**src/lfu_pkg.sv**
```systemverilog
`default_nettype none
// ----------------------------------------------------------------------------
// lfu_pkg
// Shared types, widths and codes for the LFU key-value table.
// ----------------------------------------------------------------------------
package lfu_pkg;

    localparam int MAX_ENTRIES_DEF = 16;
    localparam int KEY_W           = 32;
    localparam int VALUE_W         = 32;
    localparam int COUNT_W         = 16;
    localparam int CAP_W           = 5;
    localparam int CFG_ADDR_W      = 3;
    localparam int CFG_DATA_W      = 32;
    localparam int REG_INDEX_W     = CFG_ADDR_W - 2;

    localparam logic [CAP_W-1:0]          CAP_RESET  = 5'd16;
    localparam logic [REG_INDEX_W-1:0]    REG_CAPACITY = 1'b0;
    localparam logic signed [VALUE_W-1:0] MISS_VALUE = -32'sd1;

    typedef enum logic [0:0] {
        MODE_GET = 1'b0,
        MODE_PUT = 1'b1
    } lfu_mode_t;

    typedef enum logic [1:0] {
        SEL_MATCH  = 2'd0,
        SEL_FREE   = 2'd1,
        SEL_VICTIM = 2'd2
    } lfu_sel_t;

    typedef enum logic [1:0] {
        RES_VALUE = 2'd0,
        RES_MISS  = 2'd1,
        RES_ZERO  = 2'd2
    } lfu_res_t;

    typedef struct packed {
        logic                      mode;
        logic signed [KEY_W-1:0]   lookup_key;
        logic signed [VALUE_W-1:0] write_value;
    } lfu_req_t;

    typedef struct packed {
        logic                      hit;
        logic signed [VALUE_W-1:0] read_value;
    } lfu_rsp_t;

    typedef struct packed {
        logic     capture;
        logic     lookup;
        logic     ram_read;
        logic     apply;
        lfu_sel_t sel;
        logic     kind_load;
        lfu_res_t kind;
        logic     search_start;
        logic     search_step;
        logic     result_load;
    } lfu_cmd_t;

    typedef struct packed {
        logic is_put;
        logic hit;
        logic cap_zero;
        logic full;
        logic search_last;
        logic out_free;
    } lfu_status_t;

endpackage
`default_nettype wire

```
**src/lfu_ram.sv**
```systemverilog
`default_nettype none
// ----------------------------------------------------------------------------
// lfu_ram
// Generic RAM: one write port, one read port, registered read data.
// ----------------------------------------------------------------------------
module lfu_ram #(
    parameter int WIDTH = 32,
    parameter int DEPTH = 16,
    localparam int ADDR_W = (DEPTH > 1) ? $clog2(DEPTH) : 1
) (
    input  wire logic              clk,
    input  wire logic              we,
    input  wire logic [ADDR_W-1:0] waddr,
    input  wire logic [WIDTH-1:0]  wdata,
    input  wire logic              re,
    input  wire logic [ADDR_W-1:0] raddr,
    output logic      [WIDTH-1:0]  rdata
);

    logic [WIDTH-1:0] mem_reg [DEPTH];
    logic [WIDTH-1:0] rdata_reg;

    always_ff @(posedge clk)
    begin
        if (we)
        begin
            mem_reg[waddr] <= wdata;
        end
        if (re)
        begin
            rdata_reg <= mem_reg[raddr];
        end
    end

    assign rdata = rdata_reg;

endmodule
`default_nettype wire

```
**src/lfu_regs.sv**
```systemverilog
`default_nettype none
// ----------------------------------------------------------------------------
// lfu_regs
// APB-style configuration register: capacity in use.
// ----------------------------------------------------------------------------
module lfu_regs
    import lfu_pkg::*;
(
    input  wire logic                  clk,
    input  wire logic                  rst_n,
    input  wire logic                  psel,
    input  wire logic                  penable,
    input  wire logic                  pwrite,
    input  wire logic [CFG_ADDR_W-1:0] paddr,
    input  wire logic [CFG_DATA_W-1:0] pwdata,
    output logic      [CFG_DATA_W-1:0] prdata,
    output logic                       pready,
    output logic      [CAP_W-1:0]      capacity
);

    logic [CAP_W-1:0]       capacity_reg;
    logic [REG_INDEX_W-1:0] reg_index;
    logic                   wr_beat;

    assign reg_index = paddr[CFG_ADDR_W-1:2];
    assign wr_beat   = psel && penable && pwrite;
    assign pready    = 1'b1;
    assign capacity  = capacity_reg;

    always_ff @(posedge clk or negedge rst_n)
    begin
        if (!rst_n)
        begin
            capacity_reg <= CAP_RESET;
        end
        else if (wr_beat && reg_index == REG_CAPACITY)
        begin
            capacity_reg <= pwdata[CAP_W-1:0];
        end
    end

    always_comb
    begin
        unique case (reg_index)
            REG_CAPACITY: prdata = {{(CFG_DATA_W-CAP_W){1'b0}}, capacity_reg};
            default:      prdata = '0;
        endcase
    end

endmodule
`default_nettype wire

```
**src/lfu_ctrl.sv**
```systemverilog
`default_nettype none
// ----------------------------------------------------------------------------
// lfu_ctrl
// Sequencer: lookup, decision, victim search, update and result hand-off.
// ----------------------------------------------------------------------------
module lfu_ctrl
    import lfu_pkg::*;
(
    input  wire logic        clk,
    input  wire logic        rst_n,
    input  wire logic        req_valid,
    output logic             req_stall,
    input  wire lfu_status_t status,
    output lfu_cmd_t         cmd
);

    typedef enum logic [5:0] {
        S_IDLE   = 6'b000001,
        S_LOOKUP = 6'b000010,
        S_DECIDE = 6'b000100,
        S_SEARCH = 6'b001000,
        S_EVICT  = 6'b010000,
        S_FINISH = 6'b100000
    } state_t;

    state_t state_reg;
    state_t state_next;

    assign req_stall = (state_reg != S_IDLE);

    always_ff @(posedge clk or negedge rst_n)
    begin
        if (!rst_n)
        begin
            state_reg <= S_IDLE;
        end
        else
        begin
            state_reg <= state_next;
        end
    end

    always_comb
    begin
        cmd        = '0;
        cmd.sel    = SEL_MATCH;
        cmd.kind   = RES_ZERO;
        state_next = state_reg;
        unique case (state_reg)
            S_IDLE:
            begin
                if (req_valid)
                begin
                    cmd.capture = 1'b1;
                    state_next  = S_LOOKUP;
                end
            end
            S_LOOKUP:
            begin
                cmd.lookup = 1'b1;
                state_next = S_DECIDE;
            end
            S_DECIDE:
            begin
                cmd.kind_load = 1'b1;
                state_next    = S_FINISH;
                if (!status.is_put)
                begin
                    if (status.hit)
                    begin
                        cmd.ram_read = 1'b1;
                        cmd.apply    = 1'b1;
                        cmd.sel      = SEL_MATCH;
                        cmd.kind     = RES_VALUE;
                    end
                    else
                    begin
                        cmd.kind = RES_MISS;
                    end
                end
                else if (status.cap_zero)
                begin
                    cmd.kind = RES_ZERO;
                end
                else if (status.hit)
                begin
                    cmd.apply = 1'b1;
                    cmd.sel   = SEL_MATCH;
                end
                else if (status.full)
                begin
                    cmd.search_start = 1'b1;
                    state_next       = S_SEARCH;
                end
                else
                begin
                    cmd.apply = 1'b1;
                    cmd.sel   = SEL_FREE;
                end
            end
            S_SEARCH:
            begin
                cmd.search_step = 1'b1;
                if (status.search_last)
                begin
                    state_next = S_EVICT;
                end
            end
            S_EVICT:
            begin
                cmd.apply  = 1'b1;
                cmd.sel    = SEL_VICTIM;
                state_next = S_FINISH;
            end
            S_FINISH:
            begin
                if (status.out_free)
                begin
                    cmd.result_load = 1'b1;
                    state_next      = S_IDLE;
                end
            end
            default:
            begin
                state_next = S_IDLE;
            end
        endcase
    end

endmodule
`default_nettype wire

```
**src/lfu_dpath.sv**
```systemverilog
`default_nettype none
// ----------------------------------------------------------------------------
// lfu_dpath
// Entry cells (key, use count, recency rank), value RAM, bit-serial
// victim search and the result register.
// ----------------------------------------------------------------------------
module lfu_dpath
    import lfu_pkg::*;
#(
    parameter int MAX_ENTRIES = MAX_ENTRIES_DEF
) (
    input  wire logic             clk,
    input  wire logic             rst_n,
    input  wire lfu_req_t         req,
    input  wire logic [CAP_W-1:0] capacity,
    input  wire lfu_cmd_t         cmd,
    output lfu_status_t           status,
    output logic                  rsp_valid,
    input  wire logic             rsp_stall,
    output lfu_rsp_t              rsp
);

    localparam int IDX_W  = (MAX_ENTRIES > 1) ? $clog2(MAX_ENTRIES) : 1;
    localparam int RANK_W = IDX_W;
    localparam int OCC_W  = $clog2(MAX_ENTRIES + 1);
    localparam int CMP_W  = (OCC_W > CAP_W) ? OCC_W : CAP_W;
    localparam int SKEY_W = COUNT_W + RANK_W;
    localparam int SBIT_W = $clog2(SKEY_W);

    logic                      mode_reg;
    logic signed [KEY_W-1:0]   key_reg;
    logic signed [VALUE_W-1:0] val_reg;
    logic                      hit_reg;
    lfu_res_t                  kind_reg;
    logic [MAX_ENTRIES-1:0]    match_reg;
    logic [MAX_ENTRIES-1:0]    alive_reg;
    logic [SBIT_W-1:0]         bit_reg;
    logic [OCC_W-1:0]          occ_reg;
    logic                      rsp_valid_reg;
    lfu_rsp_t                  rsp_reg;

    logic signed [KEY_W-1:0] key_cell_reg   [MAX_ENTRIES];
    logic [COUNT_W-1:0]      count_cell_reg [MAX_ENTRIES];
    logic [RANK_W-1:0]       rank_cell_reg  [MAX_ENTRIES];

    logic [MAX_ENTRIES-1:0] valid_vec;
    logic [MAX_ENTRIES-1:0] match_vec;
    logic [MAX_ENTRIES-1:0] free_vec;
    logic [MAX_ENTRIES-1:0] col_vec;
    logic [MAX_ENTRIES-1:0] zero_vec;
    logic [MAX_ENTRIES-1:0] sel_vec;
    logic [IDX_W-1:0]       sel_idx;
    logic [RANK_W-1:0]      old_rank;
    logic                   fresh;
    logic                   new_entry;
    logic [CMP_W-1:0]       eff_cap;
    logic [CMP_W-1:0]       cap_ext;
    logic [CMP_W-1:0]       occ_ext;
    logic [VALUE_W-1:0]     ram_rdata;
    logic                   ram_we;

    assign fresh     = (cmd.sel == SEL_FREE);
    assign new_entry = (cmd.sel != SEL_MATCH);
    assign ram_we    = cmd.apply && (mode_reg == MODE_PUT);

    for (genvar g = 0; g < MAX_ENTRIES; g++)
    begin : g_cell
        logic [SKEY_W-1:0] skey;
        assign skey         = {count_cell_reg[g], ~rank_cell_reg[g]};
        assign valid_vec[g] = (OCC_W'(g) < occ_reg);
        assign match_vec[g] = valid_vec[g] && (key_cell_reg[g] == key_reg);
        assign free_vec[g]  = (IDX_W'(g) == occ_reg[IDX_W-1:0]);
        assign col_vec[g]   = skey[bit_reg];
    end

    assign zero_vec = alive_reg & ~col_vec;

    always_comb
    begin
        case (cmd.sel)
            SEL_MATCH:  sel_vec = match_reg;
            SEL_FREE:   sel_vec = free_vec;
            SEL_VICTIM: sel_vec = alive_reg;
            default:    sel_vec = '0;
        endcase
    end

    always_comb
    begin
        sel_idx  = '0;
        old_rank = '0;
        for (int i = 0; i < MAX_ENTRIES; i++)
        begin
            if (sel_vec[i])
            begin
                sel_idx  = sel_idx | IDX_W'(i);
                old_rank = old_rank | rank_cell_reg[i];
            end
        end
    end

    assign cap_ext = CMP_W'(capacity);
    assign occ_ext = CMP_W'(occ_reg);
    assign eff_cap = (cap_ext > CMP_W'(MAX_ENTRIES)) ? CMP_W'(MAX_ENTRIES) : cap_ext;

    assign status.is_put      = (mode_reg == MODE_PUT);
    assign status.hit         = hit_reg;
    assign status.cap_zero    = (capacity == '0);
    assign status.full        = (occ_ext >= eff_cap);
    assign status.search_last = (bit_reg == '0);
    assign status.out_free    = !rsp_valid_reg || !rsp_stall;

    always_ff @(posedge clk)
    begin
        if (cmd.capture)
        begin
            mode_reg <= req.mode;
            key_reg  <= req.lookup_key;
            val_reg  <= req.write_value;
        end
        if (cmd.lookup)
        begin
            hit_reg <= |match_vec;
        end
        if (cmd.kind_load)
        begin
            kind_reg <= cmd.kind;
        end
        if (cmd.result_load)
        begin
            rsp_reg.hit <= hit_reg;
            case (kind_reg)
                RES_VALUE: rsp_reg.read_value <= ram_rdata;
                RES_MISS:  rsp_reg.read_value <= MISS_VALUE;
                default:   rsp_reg.read_value <= '0;
            endcase
        end
    end

    always_ff @(posedge clk)
    begin
        for (int i = 0; i < MAX_ENTRIES; i++)
        begin
            if (cmd.apply)
            begin
                if (sel_vec[i])
                begin
                    rank_cell_reg[i] <= '0;
                    if (new_entry)
                    begin
                        key_cell_reg[i]   <= key_reg;
                        count_cell_reg[i] <= COUNT_W'(1);
                    end
                    else if (count_cell_reg[i] != '1)
                    begin
                        count_cell_reg[i] <= count_cell_reg[i] + 1'b1;
                    end
                end
                else if (valid_vec[i] && (fresh || rank_cell_reg[i] < old_rank))
                begin
                    rank_cell_reg[i] <= rank_cell_reg[i] + 1'b1;
                end
            end
        end
    end

    always_ff @(posedge clk or negedge rst_n)
    begin
        if (!rst_n)
        begin
            match_reg     <= '0;
            alive_reg     <= '0;
            bit_reg       <= '0;
            occ_reg       <= '0;
            rsp_valid_reg <= 1'b0;
        end
        else
        begin
            if (cmd.lookup)
            begin
                match_reg <= match_vec;
            end
            if (cmd.search_start)
            begin
                alive_reg <= valid_vec;
                bit_reg   <= SBIT_W'(SKEY_W - 1);
            end
            else if (cmd.search_step)
            begin
                if (|zero_vec)
                begin
                    alive_reg <= zero_vec;
                end
                bit_reg <= bit_reg - 1'b1;
            end
            if (cmd.apply && fresh)
            begin
                occ_reg <= occ_reg + 1'b1;
            end
            if (cmd.result_load)
            begin
                rsp_valid_reg <= 1'b1;
            end
            else if (!rsp_stall)
            begin
                rsp_valid_reg <= 1'b0;
            end
        end
    end

    lfu_ram #(
        .WIDTH (VALUE_W),
        .DEPTH (MAX_ENTRIES)
    ) u_value_ram (
        .clk   (clk),
        .we    (ram_we),
        .waddr (sel_idx),
        .wdata (val_reg),
        .re    (cmd.ram_read),
        .raddr (sel_idx),
        .rdata (ram_rdata)
    );

    assign rsp_valid = rsp_valid_reg;
    assign rsp       = rsp_reg;

    a_match_onehot0: assert property (@(posedge clk) disable iff (!rst_n)
        $onehot0(match_reg))
        else $error("lookup matched more than one entry");

    a_victim_onehot: assert property (@(posedge clk) disable iff (!rst_n)
        (cmd.apply && cmd.sel == SEL_VICTIM) |-> $onehot(alive_reg))
        else $error("victim search did not settle on one entry");

    a_fresh_room: assert property (@(posedge clk) disable iff (!rst_n)
        (cmd.apply && cmd.sel == SEL_FREE) |-> (occ_reg < OCC_W'(MAX_ENTRIES)))
        else $error("insert into a full table");

    a_occ_bound: assert property (@(posedge clk) disable iff (!rst_n)
        (occ_reg <= OCC_W'(MAX_ENTRIES)))
        else $error("occupancy beyond table size");

endmodule
`default_nettype wire

```
**src/lfu_cache_table.sv**
```systemverilog
`default_nettype none
// ----------------------------------------------------------------------------
// lfu_cache_table
// LFU key-value table with least-recently-touched tie-break.
//
// Request channel (req_valid / req_stall / req) carries one get or put per
// beat; response channel (rsp_valid / rsp_stall / rsp) returns one beat per
// request, in order. A request is taken only when the sequencer is idle.
// A get, a put hit or an insert into a free slot passes the lookup, decide and
// finish states before its response is loaded. A put that must evict adds a
// bit-serial minimum search over use count and recency, one bit of the
// COUNT_W + log2(MAX_ENTRIES) bit sort key per step, then an evict state.
// A finished response waits in an output register while rsp_stall is high;
// the block holds it there and takes no new request until it has been loaded.
// Reset empties the table at once (occupancy zero) and sets capacity to 16.
// The capacity register lies at byte address 0 of the APB-style port.
// ----------------------------------------------------------------------------
module lfu_cache_table
    import lfu_pkg::*;
#(
    parameter int MAX_ENTRIES = MAX_ENTRIES_DEF
) (
    input  wire logic                  clk,
    input  wire logic                  rst_n,
    input  wire logic                  req_valid,
    output logic                       req_stall,
    input  wire lfu_req_t              req,
    output logic                       rsp_valid,
    input  wire logic                  rsp_stall,
    output lfu_rsp_t                   rsp,
    input  wire logic                  psel,
    input  wire logic                  penable,
    input  wire logic                  pwrite,
    input  wire logic [CFG_ADDR_W-1:0] paddr,
    input  wire logic [CFG_DATA_W-1:0] pwdata,
    output logic      [CFG_DATA_W-1:0] prdata,
    output logic                       pready
);

    lfu_cmd_t         cmd;
    lfu_status_t      status;
    logic [CAP_W-1:0] capacity;

    lfu_regs u_regs (
        .clk      (clk),
        .rst_n    (rst_n),
        .psel     (psel),
        .penable  (penable),
        .pwrite   (pwrite),
        .paddr    (paddr),
        .pwdata   (pwdata),
        .prdata   (prdata),
        .pready   (pready),
        .capacity (capacity)
    );

    lfu_ctrl u_ctrl (
        .clk       (clk),
        .rst_n     (rst_n),
        .req_valid (req_valid),
        .req_stall (req_stall),
        .status    (status),
        .cmd       (cmd)
    );

    lfu_dpath #(
        .MAX_ENTRIES (MAX_ENTRIES)
    ) u_dpath (
        .clk       (clk),
        .rst_n     (rst_n),
        .req       (req),
        .capacity  (capacity),
        .cmd       (cmd),
        .status    (status),
        .rsp_valid (rsp_valid),
        .rsp_stall (rsp_stall),
        .rsp       (rsp)
    );

endmodule
`default_nettype wire

```
**config.mk**
```make
export PLATFORM = sky130hd
export DESIGN_NAME = lfu_cache_table
export DESIGN_NICKNAME = d
export VERILOG_FILES = /design/src/lfu_pkg.sv /design/src/lfu_ram.sv /design/src/lfu_regs.sv /design/src/lfu_ctrl.sv /design/src/lfu_dpath.sv /design/src/lfu_cache_table.sv
export SDC_FILE = /design/constraint.sdc
export NUM_CORES = 2
export LEC_CHECK = 0
export ABC_AREA = 1
export BUFFER_PORTS_ARGS = -buffer_cell sky130_fd_sc_hd__buf_4
export CAP_MARGIN = 20
export CORE_MARGIN = 10
export CORE_UTILIZATION = 49
export CTS_CLUSTER_DIAMETER = 30
export DETAILED_ROUTE_END_ITERATION = 12
export REMOVE_ABC_BUFFERS = 1
export SLEW_MARGIN = 20
export SYNTH_ARGS = -nofsm -noshare
export SYNTH_HDL_FRONTEND = slang
export SYNTH_SLANG_ARGS = --single-unit
export TNS_END_PERCENT = 5
```
**constraint.sdc**
```tcl
create_clock -name clk -period 7.8 [get_ports clk]
set_clock_uncertainty 0.05 [all_clocks]
set_input_delay 1.56 -clock clk [delete_from_list [all_inputs] [get_ports clk]]
set_output_delay 1.56 -clock clk [all_outputs]
set_load 0.05 [all_outputs]
```
==> impl_summary.log <==
INFO  metric grt_busiest_layer = met2
INFO  metric clk_transition_reported_paths = 0.05 ns
INFO  metric use_met3 = 0.04994
INFO  metric most_numerous_cell_in_the_yosys_netlist = edfxtp_1
INFO  metric chipHeight = 399.6 um
INFO  metric worst-endpoint-arrival = 6.64 ns
INFO  metric floorplan.rows = 139
INFO  metric worst_r2r_setup_slack = 1.67 ns
INFO  metric first_global_vias = 47,900
INFO  metric cts_buffers = 349
INFO  metric die_w = 399.6 um
INFO  metric syn-mean-instance-area = 11.05 um2
INFO  metric cap_viol_max_count = 0
INFO  metric synthDistinctLibCells = 56
INFO  metric critical_path.max_stage_delay = 0.76 ns
INFO  metric leakage = 32.62 nW
INFO  metric postCtsResizedCells = 0
INFO  metric first_pass_iters = 8
INFO  metric drt_wl_total = 191.0 mm
INFO  metric finish.net_count = 6,912
INFO  metric cp_num_buf_inv = 7
INFO  metric power = 27.04 mW
INFO  metric global_route.usage.total = 0.2361
INFO  metric cts_setup_buffers = 0
INFO  metric timing.final.ws_setup = 1.668 ns
INFO  metric share_of_yosys_cell_area_claimed_by_the_top_area_cell_type = 0.6281
INFO  metric io_pins = 175
INFO  metric period_minus_slack = 6.132 ns
INFO  metric ys.flop_type = edfxtp_1
INFO  metric synthesis.yosys.warnings = 0
INFO  metric finalWeightedCongestion = 0.9448
INFO  metric clock_insertion_delay_worst_skew = 0.93 ns
INFO  metric coreArea = 143,300 um2
INFO  metric timing_worst_setup_path_type = reg -> reg
INFO  metric post-dp-hpwl = 112.3 mm
INFO  metric path_cells = inv_1, ha_1, inv_1, nand2_1, nand2_1, nor2_1, nor2_2, buf_4, nand2_2, buf_4, nand3_1, nand2_1, nor2_1, inv_1, nor3_1, nand2_4, inv_4, nor2_4, nand2_1, nor2_4, buf_4
INFO  metric post-route-cell-area = 85,730 um2
INFO  metric hp-class = reg -> reg
INFO  metric clk_root_buffer_cell = clkbuf_16
INFO  metric place.detailed.instances = 8,266
INFO  metric worst_path_dominant_cell_family = simple AND/OR/NAND/NOR gates
INFO  metric start_util = 0.4927
INFO  metric grt_setup_unrepaired = false
INFO  metric timing.setup.tns = 0 ns
INFO  metric cpMostUsedCell = nand2_1
INFO  metric outcome = completed
INFO  metric final_max_slew_viol_count = 0
INFO  metric area_growth_syn_to_layout = 21.41%
INFO  metric cts.htree.levels = 5
INFO  metric critPathLaunchType = flip-flop
INFO  metric diodes_inserted = 0
INFO  metric worstPathRequired = 8.30 ns
INFO  metric detail-route-antenna-nets = 0
INFO  metric synthTopCellsByArea = edfxtp_1 (63%), nand2_1 (7.3%), xor2_1 (4.2%)
INFO  metric finalSetupViolations = 0
INFO  metric antenna_found_initial = 5
INFO  metric cts_tree = yes
INFO  metric clock_path_buffers = 4
INFO  metric syn-instance-count = 6,388
INFO  metric fraction_of_the_cycle_the_final_worst_path_needs = 0.7862
INFO  metric netlist.top_cell.by_area = edfxtp_1
INFO  metric vdd_ir_drop_max = 0.3359 mV
INFO  metric route.detailed.vias_per_inst = 5.557
INFO  metric cp_max_delay_cell = nor2_4
INFO  metric io_buffers = 117
INFO  metric global_route.overflow_total = 0
INFO  metric instances_no_fill = 8,884
INFO  metric worstMarginPinSlew = 1.045 ns
INFO  metric use_met1 = 0.3339
INFO  metric fraction_of_final_layout_cells_sized_beyond_drive_strength_1 = 0.1245
INFO  metric synth_area = 70,610 um2
INFO  metric crit_end_element = flip-flop
INFO  metric placed_area = 74,070 um2
INFO  metric routedWlPerCell = 21.49 um
INFO  metric dieArea = 159,700 um2
INFO  metric synth_enable_flop_cells = 1,477
INFO  metric grt_first_pass_wirelength = 289.3 mm
INFO  metric number_of_hold_slack_violations_in_the_final_timing_report = 0
INFO  metric max_clock_freq = 163.1 MHz
INFO  metric slew-limit-headroom = 0.3035
INFO  metric drt_drc_violations_left = 0
INFO  metric vias = 49,370
INFO  metric detail_route.iter0.violations = 4,807
INFO  metric worst_slack_after_detailed_placement = 1.726 ns
INFO  metric clkSinkCount = 1,531
INFO  metric grt_max_degree = 158
INFO  metric ys_top_cells_by_count = edfxtp_1 (1,477), nand2_1 (1,378), nor2_1 (509)
INFO  metric synth-seq-cells = 1,531
INFO  metric cts_hold_buffers = 0
INFO  metric timing.critical_path.fanout_max = 34
INFO  metric synth_seq_area_share = 0.6473
INFO  metric met2_usage = 0.3626
INFO  metric async_reset_ff_frac = 0.03527
INFO  metric power_density = 315.5 nW/um2
-- routing by layer --
metal / vias up / wire [um]
met3: 354 / 15950
li1: 23070 / -
met5: - / 41
met1: 23950 / 84180
met4: 6 / 4894
met2: 1994 / 85880
-- cells by family after synthesis --
group	share of synthesized area
XOR/XNOR	0.05917
AO/OA/AOI/OAI	0.05068
AND/OR/NAND/NOR	0.1803
other	0.0001064
adder cells (fa/ha/maj)	0.01612
buffers and inverters	0.04632
flip-flops	0.6473
-- final timing paths --
path,endpoint,from,depth (start not counted)
min in group asynchronous,u_dpath.rsp_valid,rst_n,1
setup / recovery,u_dpath.u_value_ram.mem_reg[15][13],u_dpath.occ_ext[0],21
hold / removal,u_dpath.alive_reg[10],u_dpath.alive_reg[10],2
max in group asynchronous,u_dpath.bit_reg[1],rst_n,1
hold reg to reg,u_dpath.alive_reg[10],u_dpath.alive_reg[10],2
setup reg to reg,u_dpath.u_value_ram.mem_reg[15][13],u_dpath.occ_ext[0],21
-- worst min-delay path: cells and delay by family (launching register included) --
family / cells / cell delay (ns)
and+or+nand+nor: 2 / 0.11
DFF: 1 / 0.36
-- final cells by class --
cell class                      instances  area [um2]
Inverter                              486        1829
Timing Repair Buffer                  243        2024
Clock buffer                          412        9128
Clock inverter                        206        2529
Sequential cell                      1531       45710
Multi-Input combinational cell       4103       22130
Fill cell                           11530       57580
Tap cell                             1903        2381
-- layout by cell type, fill, tap and decap left out, types with 7 or more instances in the layout --
master      Yosys  routed
edfxtp_1     1477    1477
nand2_1      1378    1378
nor2_1        509     487
inv_1         468     467
nand3_1       462     462
clkbuf_16       0     355
xor2_1        337     337
o21ai_0       254     246
buf_4          39     227
a21oi_1       200     199
nand4_1       176     176
xnor2_1       140     140
nor4_1        105     104
nor3_1        106     103
ha_1           91      91
nor3b_1        70      70
clkinv_1        9      55
bufinv_16       0      55
o22ai_1        54      54
clkbuf_1      139      54
clkinv_2        0      53
dfrtp_1        52      50
or2_2          31      31
nor2_4          4      28
conb_1          2      28
a31oi_1        26      26
clkinvlp_4      0      23
a22o_1         21      21
buf_12          0      16
a221oi_1       15      15
inv_6           0      13
o211ai_1       12      12
clkinv_4        0      12
inv_2           9       9
o21ai_4         0       8
o31ai_1        15       8
a211oi_1        8       8
and3_1          8       8
o2111ai_1       7       7
-- power by group --
group          internal, mW  switching, mW  total, mW
combinational         0.756           2.06       2.82
sequential             9.47          0.291       9.76
clock                  10.1           4.40       14.5
-- per-stage QoR --
step / utilization / hold slack [ns]
after global placement: 0.5169 / 0.4424
final: 0.5982 / 0.4597
after floorplan: - / 0.4001
after detailed placement: 0.5169 / 0.4411
after CTS: 0.5982 / 0.4511
after global routing: 0.5982 / 0.4800
Note: power is estimated with default switching activity, not from simulation.
